### src/design/first_fit_heap_allocator_assert.svh
// Assertion macros for the first-fit heap allocator.
`ifndef FIRST_FIT_HEAP_ALLOCATOR_ASSERT_SVH
`define FIRST_FIT_HEAP_ALLOCATOR_ASSERT_SVH
`ifndef SYNTHESIS
`define FFHA_ASSERT(name, cond) \
    name: assert property (@(posedge i_clk) disable iff (!i_rst_n) (cond)) \
        else $error("ffha check failed");
`define FFHA_ASSERT_NEXT(name, ante, cons) \
    name: assert property (@(posedge i_clk) disable iff (!i_rst_n) (ante) |=> (cons)) \
        else $error("ffha check failed");
`else
`define FFHA_ASSERT(name, cond)
`define FFHA_ASSERT_NEXT(name, ante, cons)
`endif
`endif

### src/design/ffha_pkg.sv
// Shared types and codes of the first-fit heap allocator.
package ffha_pkg;
    localparam logic OP_ALLOC = 1'b0;
    localparam logic OP_FREE  = 1'b1;

    localparam logic [1:0] ST_OK       = 2'd0;
    localparam logic [1:0] ST_NOFIT    = 2'd1;
    localparam logic [1:0] ST_NOTFOUND = 2'd2;

    typedef enum logic [4:0] {
        S_INIT, S_IDLE,
        S_SRD, S_SEV, S_URD, S_UWR, S_WHIT, S_WNEW,
        S_FRD, S_FEV, S_CRD0, S_CEV0, S_NRD, S_NEV, S_DRD, S_DWR,
        S_DONE
    } t_state;
endpackage

### src/design/first_fit_heap_allocator.sv
// First-fit heap allocator: descriptor table in one RAM, walked by a sequencer.
// Every descriptor visit is a RAM read followed by an evaluate step.
// Alloc: find the first fitting free entry; a split shifts later entries up and writes both halves.
// Free: find and mark the entry free, then a merge pass joins free neighbours, moving entries down.
// Miss walks the whole table; null free skips it. One item in flight; the next enters as the result shows.
// Reset: the init state writes the initial free descriptor; no item is taken meanwhile.
`include "first_fit_heap_allocator_assert.svh"
module first_fit_heap_allocator #(
    parameter int HEAP_BYTES   = 1048576,
    parameter int HEADER_BYTES = 24,
    parameter int MAX_BLOCKS   = 64
) (
    input  logic        i_clk,
    input  logic        i_rst_n,
    input  logic        i_valid,
    output logic        o_stall,
    input  logic        i_op,
    input  logic [20:0] i_request_size,
    input  logic [20:0] i_address,
    output logic        o_valid,
    input  logic        i_stall,
    output logic [20:0] o_granted_address,
    output logic [1:0]  o_status
);
    import ffha_pkg::*;

    localparam int HW = $clog2(HEAP_BYTES + 1);
    localparam int SW = (HW > 21 ? HW : 21) + 1;
    localparam int IW = $clog2(MAX_BLOCKS);
    localparam int CW = $clog2(MAX_BLOCKS + 1);
    localparam int EW = 2 * SW + 1;
    localparam logic [SW-1:0] HDR       = SW'(HEADER_BYTES);
    localparam logic [SW-1:0] INIT_SIZE = SW'(HEAP_BYTES - HEADER_BYTES);
    localparam logic [CW-1:0] CNT_MAX   = CW'(MAX_BLOCKS);

    t_state r_state, n_state;
    logic [SW-1:0] r_req, n_req, r_addr, n_addr;
    logic [CW-1:0] r_cnt, n_cnt, r_idx, n_idx, r_j, n_j;
    logic [EW-1:0] r_ent, n_ent, r_new, n_new;
    logic [20:0]   r_grant, n_grant, r_ogrant, n_ogrant;
    logic [1:0]    r_stat, n_stat, r_ostat, n_ostat;
    logic          r_ovalid, n_ovalid;

    logic          w_we;
    logic [IW-1:0] w_waddr, w_raddr;
    logic [EW-1:0] w_wdata, w_rdata;
    logic [SW-1:0] rd_start, rd_size;
    logic          rd_free;
    logic [CW-1:0] w_i1, w_j1;
    logic          w_accept, w_out_free, w_fit, w_split, w_match, w_both;

    ffha_ram #(.WIDTH(EW), .DEPTH(MAX_BLOCKS)) u_ram (
        .i_clk   (i_clk),
        .i_we    (w_we),
        .i_waddr (w_waddr),
        .i_wdata (w_wdata),
        .i_raddr (w_raddr),
        .o_rdata (w_rdata)
    );

    assign rd_start   = w_rdata[EW-1:SW+1];
    assign rd_size    = w_rdata[SW:1];
    assign rd_free    = w_rdata[0];
    assign w_i1       = r_idx + 1'b1;
    assign w_j1       = r_j + 1'b1;
    assign w_accept   = i_valid && !o_stall;
    assign w_out_free = !r_ovalid || !i_stall;
    assign w_fit      = rd_free && (rd_size >= r_req);
    assign w_split    = (rd_size > r_req + HDR) && (r_cnt < CNT_MAX);
    assign w_match    = (rd_start + HDR) == r_addr;
    assign w_both     = r_ent[0] && rd_free;

    always_comb begin
        n_state = r_state;
        case (r_state)
            S_INIT: n_state = S_IDLE;
            S_IDLE: begin
                if (w_accept) begin
                    if (i_op == OP_FREE) begin
                        n_state = (i_address == 21'd0) ? S_DONE : S_FRD;
                    end else begin
                        n_state = S_SRD;
                    end
                end
            end
            S_SRD:  n_state = (r_idx == r_cnt) ? S_DONE : S_SEV;
            S_SEV:  n_state = w_fit ? (w_split ? S_URD : S_DONE) : S_SRD;
            S_URD:  n_state = (r_j > r_idx) ? S_UWR : S_WHIT;
            S_UWR:  n_state = S_URD;
            S_WHIT: n_state = S_WNEW;
            S_WNEW: n_state = S_DONE;
            S_FRD:  n_state = (r_idx == r_cnt) ? S_DONE : S_FEV;
            S_FEV:  n_state = w_match ? S_CRD0 : S_FRD;
            S_CRD0: n_state = S_CEV0;
            S_CEV0: n_state = S_NRD;
            S_NRD:  n_state = (w_i1 < r_cnt) ? S_NEV : S_DONE;
            S_NEV:  n_state = w_both ? S_DRD : S_NRD;
            S_DRD:  n_state = (w_j1 < r_cnt) ? S_DWR : S_NRD;
            S_DWR:  n_state = S_DRD;
            S_DONE: n_state = w_out_free ? S_IDLE : S_DONE;
            default: n_state = S_IDLE;
        endcase
    end

    always_comb begin
        n_req    = r_req;
        n_addr   = r_addr;
        n_cnt    = r_cnt;
        n_idx    = r_idx;
        n_j      = r_j;
        n_ent    = r_ent;
        n_new    = r_new;
        n_grant  = r_grant;
        n_stat   = r_stat;
        n_ovalid = r_ovalid;
        n_ogrant = r_ogrant;
        n_ostat  = r_ostat;
        w_we     = 1'b0;
        w_waddr  = '0;
        w_wdata  = '0;
        w_raddr  = '0;
        if (r_ovalid && !i_stall) begin
            n_ovalid = 1'b0;
        end
        case (r_state)
            S_INIT: begin
                w_we    = 1'b1;
                w_wdata = {{SW{1'b0}}, INIT_SIZE, 1'b1};
                n_cnt   = CW'(1);
            end
            S_IDLE: begin
                if (w_accept) begin
                    n_req   = SW'(i_request_size);
                    n_addr  = SW'(i_address);
                    n_idx   = '0;
                    n_grant = '0;
                    n_stat  = ST_OK;
                end
            end
            S_SRD: begin
                if (r_idx == r_cnt) begin
                    n_stat = ST_NOFIT;
                end else begin
                    w_raddr = r_idx[IW-1:0];
                end
            end
            S_SEV: begin
                if (w_fit) begin
                    n_grant = 21'(rd_start + HDR);
                    if (w_split) begin
                        n_ent = {rd_start, r_req, 1'b0};
                        n_new = {rd_start + HDR + r_req, rd_size - r_req - HDR, 1'b1};
                        n_j   = r_cnt - 1'b1;
                    end else begin
                        w_we    = 1'b1;
                        w_waddr = r_idx[IW-1:0];
                        w_wdata = {rd_start, rd_size, 1'b0};
                    end
                end else begin
                    n_idx = w_i1;
                end
            end
            S_URD: begin
                if (r_j > r_idx) begin
                    w_raddr = r_j[IW-1:0];
                end
            end
            S_UWR: begin
                w_we    = 1'b1;
                w_waddr = w_j1[IW-1:0];
                w_wdata = w_rdata;
                n_j     = r_j - 1'b1;
            end
            S_WHIT: begin
                w_we    = 1'b1;
                w_waddr = r_idx[IW-1:0];
                w_wdata = r_ent;
            end
            S_WNEW: begin
                w_we    = 1'b1;
                w_waddr = w_i1[IW-1:0];
                w_wdata = r_new;
                n_cnt   = r_cnt + 1'b1;
            end
            S_FRD: begin
                if (r_idx == r_cnt) begin
                    n_stat = ST_NOTFOUND;
                end else begin
                    w_raddr = r_idx[IW-1:0];
                end
            end
            S_FEV: begin
                if (w_match) begin
                    w_we    = 1'b1;
                    w_waddr = r_idx[IW-1:0];
                    w_wdata = {rd_start, rd_size, 1'b1};
                end else begin
                    n_idx = w_i1;
                end
            end
            S_CRD0: begin
                n_idx = '0;
            end
            S_CEV0: begin
                n_ent = w_rdata;
            end
            S_NRD: begin
                if (w_i1 < r_cnt) begin
                    w_raddr = w_i1[IW-1:0];
                end else begin
                    w_we    = 1'b1;
                    w_waddr = r_idx[IW-1:0];
                    w_wdata = r_ent;
                end
            end
            S_NEV: begin
                if (w_both) begin
                    n_ent = {r_ent[EW-1:SW+1], r_ent[SW:1] + rd_size + HDR, 1'b1};
                    n_j   = w_i1;
                end else begin
                    w_we    = 1'b1;
                    w_waddr = r_idx[IW-1:0];
                    w_wdata = r_ent;
                    n_ent   = w_rdata;
                    n_idx   = w_i1;
                end
            end
            S_DRD: begin
                if (w_j1 < r_cnt) begin
                    w_raddr = w_j1[IW-1:0];
                end else begin
                    n_cnt = r_cnt - 1'b1;
                end
            end
            S_DWR: begin
                w_we    = 1'b1;
                w_waddr = r_j[IW-1:0];
                w_wdata = w_rdata;
                n_j     = w_j1;
            end
            S_DONE: begin
                if (w_out_free) begin
                    n_ovalid = 1'b1;
                    n_ogrant = r_grant;
                    n_ostat  = r_stat;
                end
            end
            default: ;
        endcase
    end

    always_ff @(posedge i_clk) begin
        if (!i_rst_n) begin
            r_state  <= S_INIT;
            r_cnt    <= CW'(1);
            r_ovalid <= 1'b0;
        end else begin
            r_state  <= n_state;
            r_cnt    <= n_cnt;
            r_ovalid <= n_ovalid;
        end
        r_req    <= n_req;
        r_addr   <= n_addr;
        r_idx    <= n_idx;
        r_j      <= n_j;
        r_ent    <= n_ent;
        r_new    <= n_new;
        r_grant  <= n_grant;
        r_stat   <= n_stat;
        r_ogrant <= n_ogrant;
        r_ostat  <= n_ostat;
    end

    assign o_stall           = (r_state != S_IDLE);
    assign o_valid           = r_ovalid;
    assign o_granted_address = r_ogrant;
    assign o_status          = r_ostat;

    `FFHA_ASSERT(a_cnt_range, (r_state == S_INIT) || (r_cnt >= CW'(1) && r_cnt <= CNT_MAX))
    `FFHA_ASSERT_NEXT(a_accept_busy, w_accept, r_state != S_IDLE)
    `FFHA_ASSERT(a_fail_no_grant, !o_valid || o_status == ST_OK || o_granted_address == 21'd0)
endmodule

### src/design/ffha_ram.sv
// Generic single-write, single-read RAM with registered read data.
module ffha_ram #(
    parameter int WIDTH = 8,
    parameter int DEPTH = 64
) (
    input  logic                     i_clk,
    input  logic                     i_we,
    input  logic [$clog2(DEPTH)-1:0] i_waddr,
    input  logic [WIDTH-1:0]         i_wdata,
    input  logic [$clog2(DEPTH)-1:0] i_raddr,
    output logic [WIDTH-1:0]         o_rdata
);
    logic [WIDTH-1:0] r_mem [DEPTH];
    logic [WIDTH-1:0] r_rdata;

    always_ff @(posedge i_clk) begin
        if (i_we) begin
            r_mem[i_waddr] <= i_wdata;
        end
        r_rdata <= r_mem[i_raddr];
    end

    assign o_rdata = r_rdata;
endmodule

### config.mk
export PLATFORM = sky130hd
export DESIGN_NAME = first_fit_heap_allocator
export DESIGN_NICKNAME = d
export VERILOG_FILES = /design/src/design/ffha_pkg.sv /design/src/design/first_fit_heap_allocator.sv /design/src/design/ffha_ram.sv
export VERILOG_INCLUDE_DIRS = /design/src /design/src/design
export SDC_FILE = /design/constraint.sdc
export NUM_CORES = 2
export LEC_CHECK = 0
export BUFFER_PORTS_ARGS = -buffer_cell sky130_fd_sc_hd__buf_2
export CAP_MARGIN = 20
export CORE_AREA = 3 3 717 719
export CTS_BUF_LIST = sky130_fd_sc_hd__clkbuf_4
export DETAILED_ROUTE_END_ITERATION = 8
export DIE_AREA = 0 0 720 722
export SLEW_MARGIN = 5
export SYNTH_ARGS = -nofsm -noshare
export SYNTH_HDL_FRONTEND = slang
export SYNTH_SLANG_ARGS = --single-unit
### constraint.sdc
create_clock -name i_clk -period 14.9 [get_ports i_clk]
set_input_delay 1.49 -clock i_clk [delete_from_list [all_inputs] [get_ports i_clk]]
set_output_delay 1.49 -clock i_clk [all_outputs]
set_load 0.05 [all_outputs]
Word-level counts from Yosys, hierarchy flattened

Memories as Yosys holds them, arrays and structs flattened. A register that Yosys moved wholly into a read port is not among the register bits.
Cells that the tools add are included.

Register bits after elaboration: 204
Latch bits: 0
RAM bits: 2880
Bits in read-only memories: 0
Memories: 1

Add/subtract/negate cells: 12
$mul: 0
Divide/modulo/power cells: 0
$lt $le $gt $ge: 6
Eq/ne operators: 29
Shifts and indexed selects: 0
Multiplexer cells: 64
Bitwise logic cells: 0
Reduce and logical (&&, ||, !) cells: 30

Memory list:

| name        | depth | width | read ports | clocked after Yosys merged registers in | write ports | RTL line       | text |
|---|---|---|---|---|---|---|---|
| u_ram.r_mem | 64    | 45    | 1          | 1                                       | 1           | ffha_ram.sv:13 | `logic [WIDTH-1:0] r_mem [DEPTH];` |

Operator list:

| cell                    | count |
|---|---|
| $mux W45                | 8 |
| $pmux W45 S8            | 1 |
| $pmux W45 S3            | 1 |
| $pmux W5 S16            | 1 |
| $mux W7                 | 8 |
| $mux W6                 | 9 |
| $pmux W6 S8             | 1 |
| $mux W5                 | 9 |
| $add A22 B5 Y22 const B | 2 |
| $mux W21                | 2 |
| $pmux W21 S2            | 1 |
| $eq A5 B4 Y1 const B    | 8 |
| $pmux W7 S5             | 1 |
| $pmux W7 S4             | 1 |
| $pmux W6 S4             | 1 |
| $add A21 B5 Y22 const B | 1 |
| $add A22 B21 Y22        | 1 |
| $add A22 B22 Y22        | 1 |
| $eq A22 B21 Y1          | 1 |
| $ge A22 B21 Y1          | 1 |
| $gt A22 B22 Y1          | 1 |
| $sub A22 B21 Y22        | 1 |
| $sub A22 B5 Y22 const B | 1 |
| $add A7 B1 Y7 const B   | 3 |
| 31 further kinds        | 76 |

Depth between registers and ports, before layout

Depth after elaboration: 8
Depth in mapped cells: 21
Gate-level depth less buffers: 17

Cells and area by module

From an unflattened synthesis, not the netlist that was laid out.

Cell total of the unflattened synthesis: 6257
Area, all modules: 125292.7 sq um

By module, submodules not included:

| module                   | times used | cells an instance | area each (sq um) | seq. area each (sq um) |
|---|---|---|---|---|
| ffha_ram                 | 1          | 4670              | 109929.2          | 87383.8 |
| first_fit_heap_allocator | 1          | 1587              | 15363.5           | 5995.8 |

Worst setup path after synthesis

OpenSTA, ideal clock, no wires.

Path type: flip-flop to flip-flop
Start point: register r_req[3]
End point: memory u_ram.r_mem[32][0] (netlist bit), enable pin
Data arrival time: 7.654 ns
Data required time: 14.385 ns
Slack: 6.731 ns
Cell stages (with the launch flop): 19
Clock period less this slack: 8.169 ns
Path through: edfxtp_1 > inv_1 > ha_1 > nor4_1 > nand2b_1 > xnor2_1 > ha_1 > a21o_1 > a21o_1 > a211oi_1 > o21ai_0 > a2111o_1 > a2111oi_1 > or3_1 > buf_4 > a221o_2 > nand2b_1 > clkbuf_1 > a211oi_1

Longest elaborated chain between the ends: 8

RTL lines:

| what                          | RTL line                        | text |
|---|---|---|
| start: declaration            | first_fit_heap_allocator.sv:37  | `logic [SW-1:0] r_req, n_req, r_addr, n_addr;` |
| start signal: assignment      | first_fit_heap_allocator.sv:262 | `r_req <= n_req;` |
| $add A21 B5 Y22               | first_fit_heap_allocator.sv:69  | `assign w_split = (rd_size > r_req + HDR) && (r_cnt < CNT_MAX);` |
| $gt A22 B22 Y1                | first_fit_heap_allocator.sv:69  |  |
| $logic_and A1 B1 Y1           | first_fit_heap_allocator.sv:69  |  |
| $mux W1                       | first_fit_heap_allocator.sv:150 | `if (w_split) begin` |
| $mux W1                       | first_fit_heap_allocator.sv:148 | `if (w_fit) begin` |
| $pmux W1 S5                   | first_fit_heap_allocator.sv:125 | `case (r_state)` |
| $mux W1                       | ffha_ram.sv:17                  | `if (i_we) begin` |
| $mux W1 (implied by the code) | ffha_ram.sv:18                  | `r_mem[i_waddr] <= i_wdata;` |
| end: declaration              | ffha_ram.sv:13                  |  |

Several ways; a longest one is shown, not always the timed one.

Worst setup path in the final report

Start point: register r_idx[2]
End point: register u_ram.r_rdata[32], in the netlist u_ram.o_rdata[32] (read register of u_ram.r_mem)

Longest elaborated chain between the ends: 4

RTL lines:

| what                     | RTL line                        | text |
|---|---|---|
| start: declaration       | first_fit_heap_allocator.sv:38  | `logic [CW-1:0] r_cnt, n_cnt, r_idx, n_idx, r_j, n_j;` |
| start signal: assignment | first_fit_heap_allocator.sv:264 | `r_idx <= n_idx;` |
| $add A7 B1 Y7 *          | first_fit_heap_allocator.sv:64  | `assign w_i1 = r_idx + 1'b1;` |
| net w_i1[5]              | first_fit_heap_allocator.sv:49  | `logic [CW-1:0] w_i1, w_j1;` |
| $lt A7 B7 Y1             | first_fit_heap_allocator.sv:208 | `if (w_i1 < r_cnt) begin` |
| $mux W6 *                | first_fit_heap_allocator.sv:208 |  |
| $pmux W6 S4 *            | first_fit_heap_allocator.sv:125 |  |
| end: declaration         | ffha_ram.sv:14                  | `logic [WIDTH-1:0] r_rdata;` |

The timed path passes the listed nets; every way through them passes the cells marked *.
A chain may end at the register's enable or synchronous reset.

==> reports/qor.csv <==
stage,metric,value,unit
power_and_ir_drop,swShare,23.3,%
yosys,synthTopCellsByCount,"edfxtp_1 (3071), nand2_1 (1371), mux4_2 (360)",
grt,grt_max_degree,161,
yosys,synth_edf_count,3071,
clock_tree,cts_num_sinks,3129,
placed_design,pre_cts_slack,7.08,ns
grt,first_global_vias,74300,
clock_tree,postCtsSetupBuffers,0,
placed_design,portBuffers,71,
floorplanning,die_w,720,um
sta,min_period,7.50,ns
clock_tree,cts.clk_slew.worst_paths,0.08,ns
critical_path,start_kind,flop,
yosys,synth.ff_latch_count,3129,
run_status,status,completed,
placed_design,hpwl,199000,um
sta,fmax,0.133,GHz
critical_path,startpoint,r_idx[2],
sta,rsz0062_at_grt,no,
floorplanning,initial_core_util,25.0,%
critical_path,critical_path.max_fanout,95,
grt,grt_first_pass_wirelength,515000,um
yosys,syn_area_per_cell,16.2,um2
final_layout,final_util,28.7,%
floorplanning,ioPinCount,72,
power_and_ir_drop,intPower,13.7,mW
yosys,yosysMostFrequentCell,edfxtp_1,
drt,wl,358000,um
drt,drt-pass1-iter-count,8,
floorplanning,num_rows,262,
yosys,synth_top_area_cell,edfxtp_1,
placed_design,place_area,136000,um2
sta,fin_crit_sh,50.3,%
yosys,ys.flop_type,edfxtp_1,
yosys,netlist_instances,7843,
sta,tightest_slew,1.31,ns
final_layout,area.growth.synth_to_final,15.0,%
clock_tree,cts_tree,built,
critical_path,critPathTopFamily,buffers and inverters,
critical_path,cpMaxStageDelayCell,or4b_1,
clock_tree,numCtsBuffers,768,
yosys,ys_types,101,
final_layout,drive_above_1_share,22.4,%
clock_tree,post_cts_resized,0,
floorplanning,die-area,520000,um2
yosys,synth_warnings,0,
floorplanning,core,508000,um2
grt,overflow,0,
critical_path,critPathBufInv,5,
placed_design,gp_routability_congestion,0.866,
sta,fin_setup_tns,0,ns
drt,ant_nets,0,
critical_path,slowest_delay,0.80,ns
drt,viasPerCell,4.82,
grt,antenna_found_initial,32,
drt,via_count,75800,
clock_tree,clock-root-buffer,clkbuf_4,
final_layout,nets,8668,
critical_path,end_kind,flop,
yosys,synth_fp_nets,8062,
final_layout,final_cell_area,146000,um2
yosys,synth_seq_area_share,73.5,%
drt,remaining_drc_errors,0,
sta,finClkSkew,0.170,ns
sta,setup_slack,7.40,ns
drt,wl_per_cell,22.7,um
clock_tree,clk_latency,1.39,ns
power_and_ir_drop,vdd_drop_max,0.0727,mV
sta,final-hold-violation-count,0,
power_and_ir_drop,power,17.9,mW
clock_tree,cts.htree.levels,6,
grt,grt_use_total,13.2,%
sta,slew_violations,0,
clock_tree,clk_path_buf_depth,4,
power_and_ir_drop,power_frac_clock,39.7,%
yosys,synth_area,127000,um2
clock_tree,postCtsHoldBufs,0,
power_and_ir_drop,p_switching,4.18,mW
critical_path,critPathRequiredTime,16.03,ns
worst_hold_path,min_from,i_request_size[1],
yosys,synthTopCellsByArea,"edfxtp_1 (73%), mux4_2 (6.4%), nand2_1 (4.1%)",
critical_path,crit_type,reg -> reg,
critical_path,reg2reg_from,r_idx[2],
critical_path,path_cells,inv_1 -> nor3_1 -> nand3_1 -> xnor2_1 -> inv_1 -> ha_1 -> a21oi_1 -> a21boi_0 -> or4b_1 -> o221ai_4 -> buf_4 -> buf_12 -> buf_4 -> mux4_2 -> a22o_1 -> a221oi_1 -> o22a_1 -> o221ai_1,
yosys,synth_top_area_share,72.6,%
run,drv_cap,0,
yosys,async_flop_share,0,%
power_and_ir_drop,pwr-share-seq,54.9,%
drt,drtIter0Drc,9442,
sta,worst_slew_margin_rel,12.7,%
power_and_ir_drop,comb_power_share,5.4,%
sta,finalSetupViolCount,0,
power_and_ir_drop,p_per_area,123,nW/um2
floorplanning,fp.dieH,722,um
worst_hold_path,min_path_type,in -> reg,
power_and_ir_drop,leakagePower,48.0,nW
critical_path,crit_arrival,8.63,ns
[sequential cells by signal (all words and copies together), names as in the netlist]
register	cells
u_ram.r_mem	2880
r_ent	45
u_ram.o_rdata	45
r_new	44
o_granted_address	21
r_addr	21
r_grant	21
r_req	21
r_cnt	7
r_idx	7
r_j	7
r_state	5
o_status	2
r_stat	2
o_valid	1
[metrics by stage]
step | instances | hold WS (ns)
floorplan | 7843 | 0.400
global placement | 14400 | 0.403
detailed placement | 14400 | 0.405
CTS | 15700 | 0.210
global route | 15700 | 0.266
finish | 15700 | 0.359
[power by group through the flow]
stage | clock (mW) | sequential [mW] | combinational [mW]
global route | 7.74 | 9.83 | 1.06
CTS | 7.27 | 9.83 | 0.963
detailed placement | 0 | 10.0 | 0.954
finish | 7.11 | 9.83 | 0.975
floorplan | 0 | 9.94 | 0.597
global placement | 0 | 10.0 | 0.954
[layer usage]
metal	GRT usage [%]	vias up	part of all wire, %
li1	-	32500	-
met1	18.4	38900	42
met2	19.8	3913	44
met3	3.95	519	12
met4	3.64	14	2.1
met5	0	-	0.027
[layout by cell type, fill, tap and decap left out, types with 50 or more instances in the layout]
master	netlist	final
edfxtp_1	3071	3071
nand2_1	1371	1351
clkbuf_4	0	1125
mux4_2	360	360
a31oi_1	280	280
and3_1	278	278
buf_4	14	214
a221oi_1	197	197
ha_1	166	166
inv_1	169	146
mux2i_1	144	144
nand3_1	141	141
a22o_1	132	132
clkinv_1	1	120
nor2_1	167	102
xnor2_1	89	89
a21oi_1	75	74
nor2_4	0	73
buf_2	124	72
dfxtp_1	58	58
o21ai_0	59	57
o221ai_1	51	50
[worst paths after layout]
kind / end / slack, ns / cells after the start
worst max-delay path: u_ram.o_rdata[32] / 7.40 / 18
worst min-delay path: r_req[1] / 0.36 / 1
worst max register to register: u_ram.o_rdata[32] / 7.40 / 18
worst min register to register: o_granted_address[10] / 0.41 / 0
[area by class of cell]
cell class | count | area [um2]
inverter | 170 | 638
multi-input combinational | 4077 | 31700
tap | 6732 | 8420
fill | 50700 | 362000
timing repair buffer | 303 | 2280
clock inverter | 181 | 1190
sequential | 3129 | 93400
antenna | 15 | 37.5
clock buffer | 1124 | 8440
[cell families (layout without fill, tap and decap cells)]
logic type	Yosys count	count (layout)	synth area share [%]
compound gates	1096	1096	6.65
xor+xnor	135	135	0.954
fa+ha+maj	172	172	1.73
buf+inv	637	1778	2.07
flops	3129	3129	73.5
mux	505	505	7.53
other cells	0	15	0
simple gates	2169	2169	7.55
No activity file was read; power rests on OpenSTA's default activity.
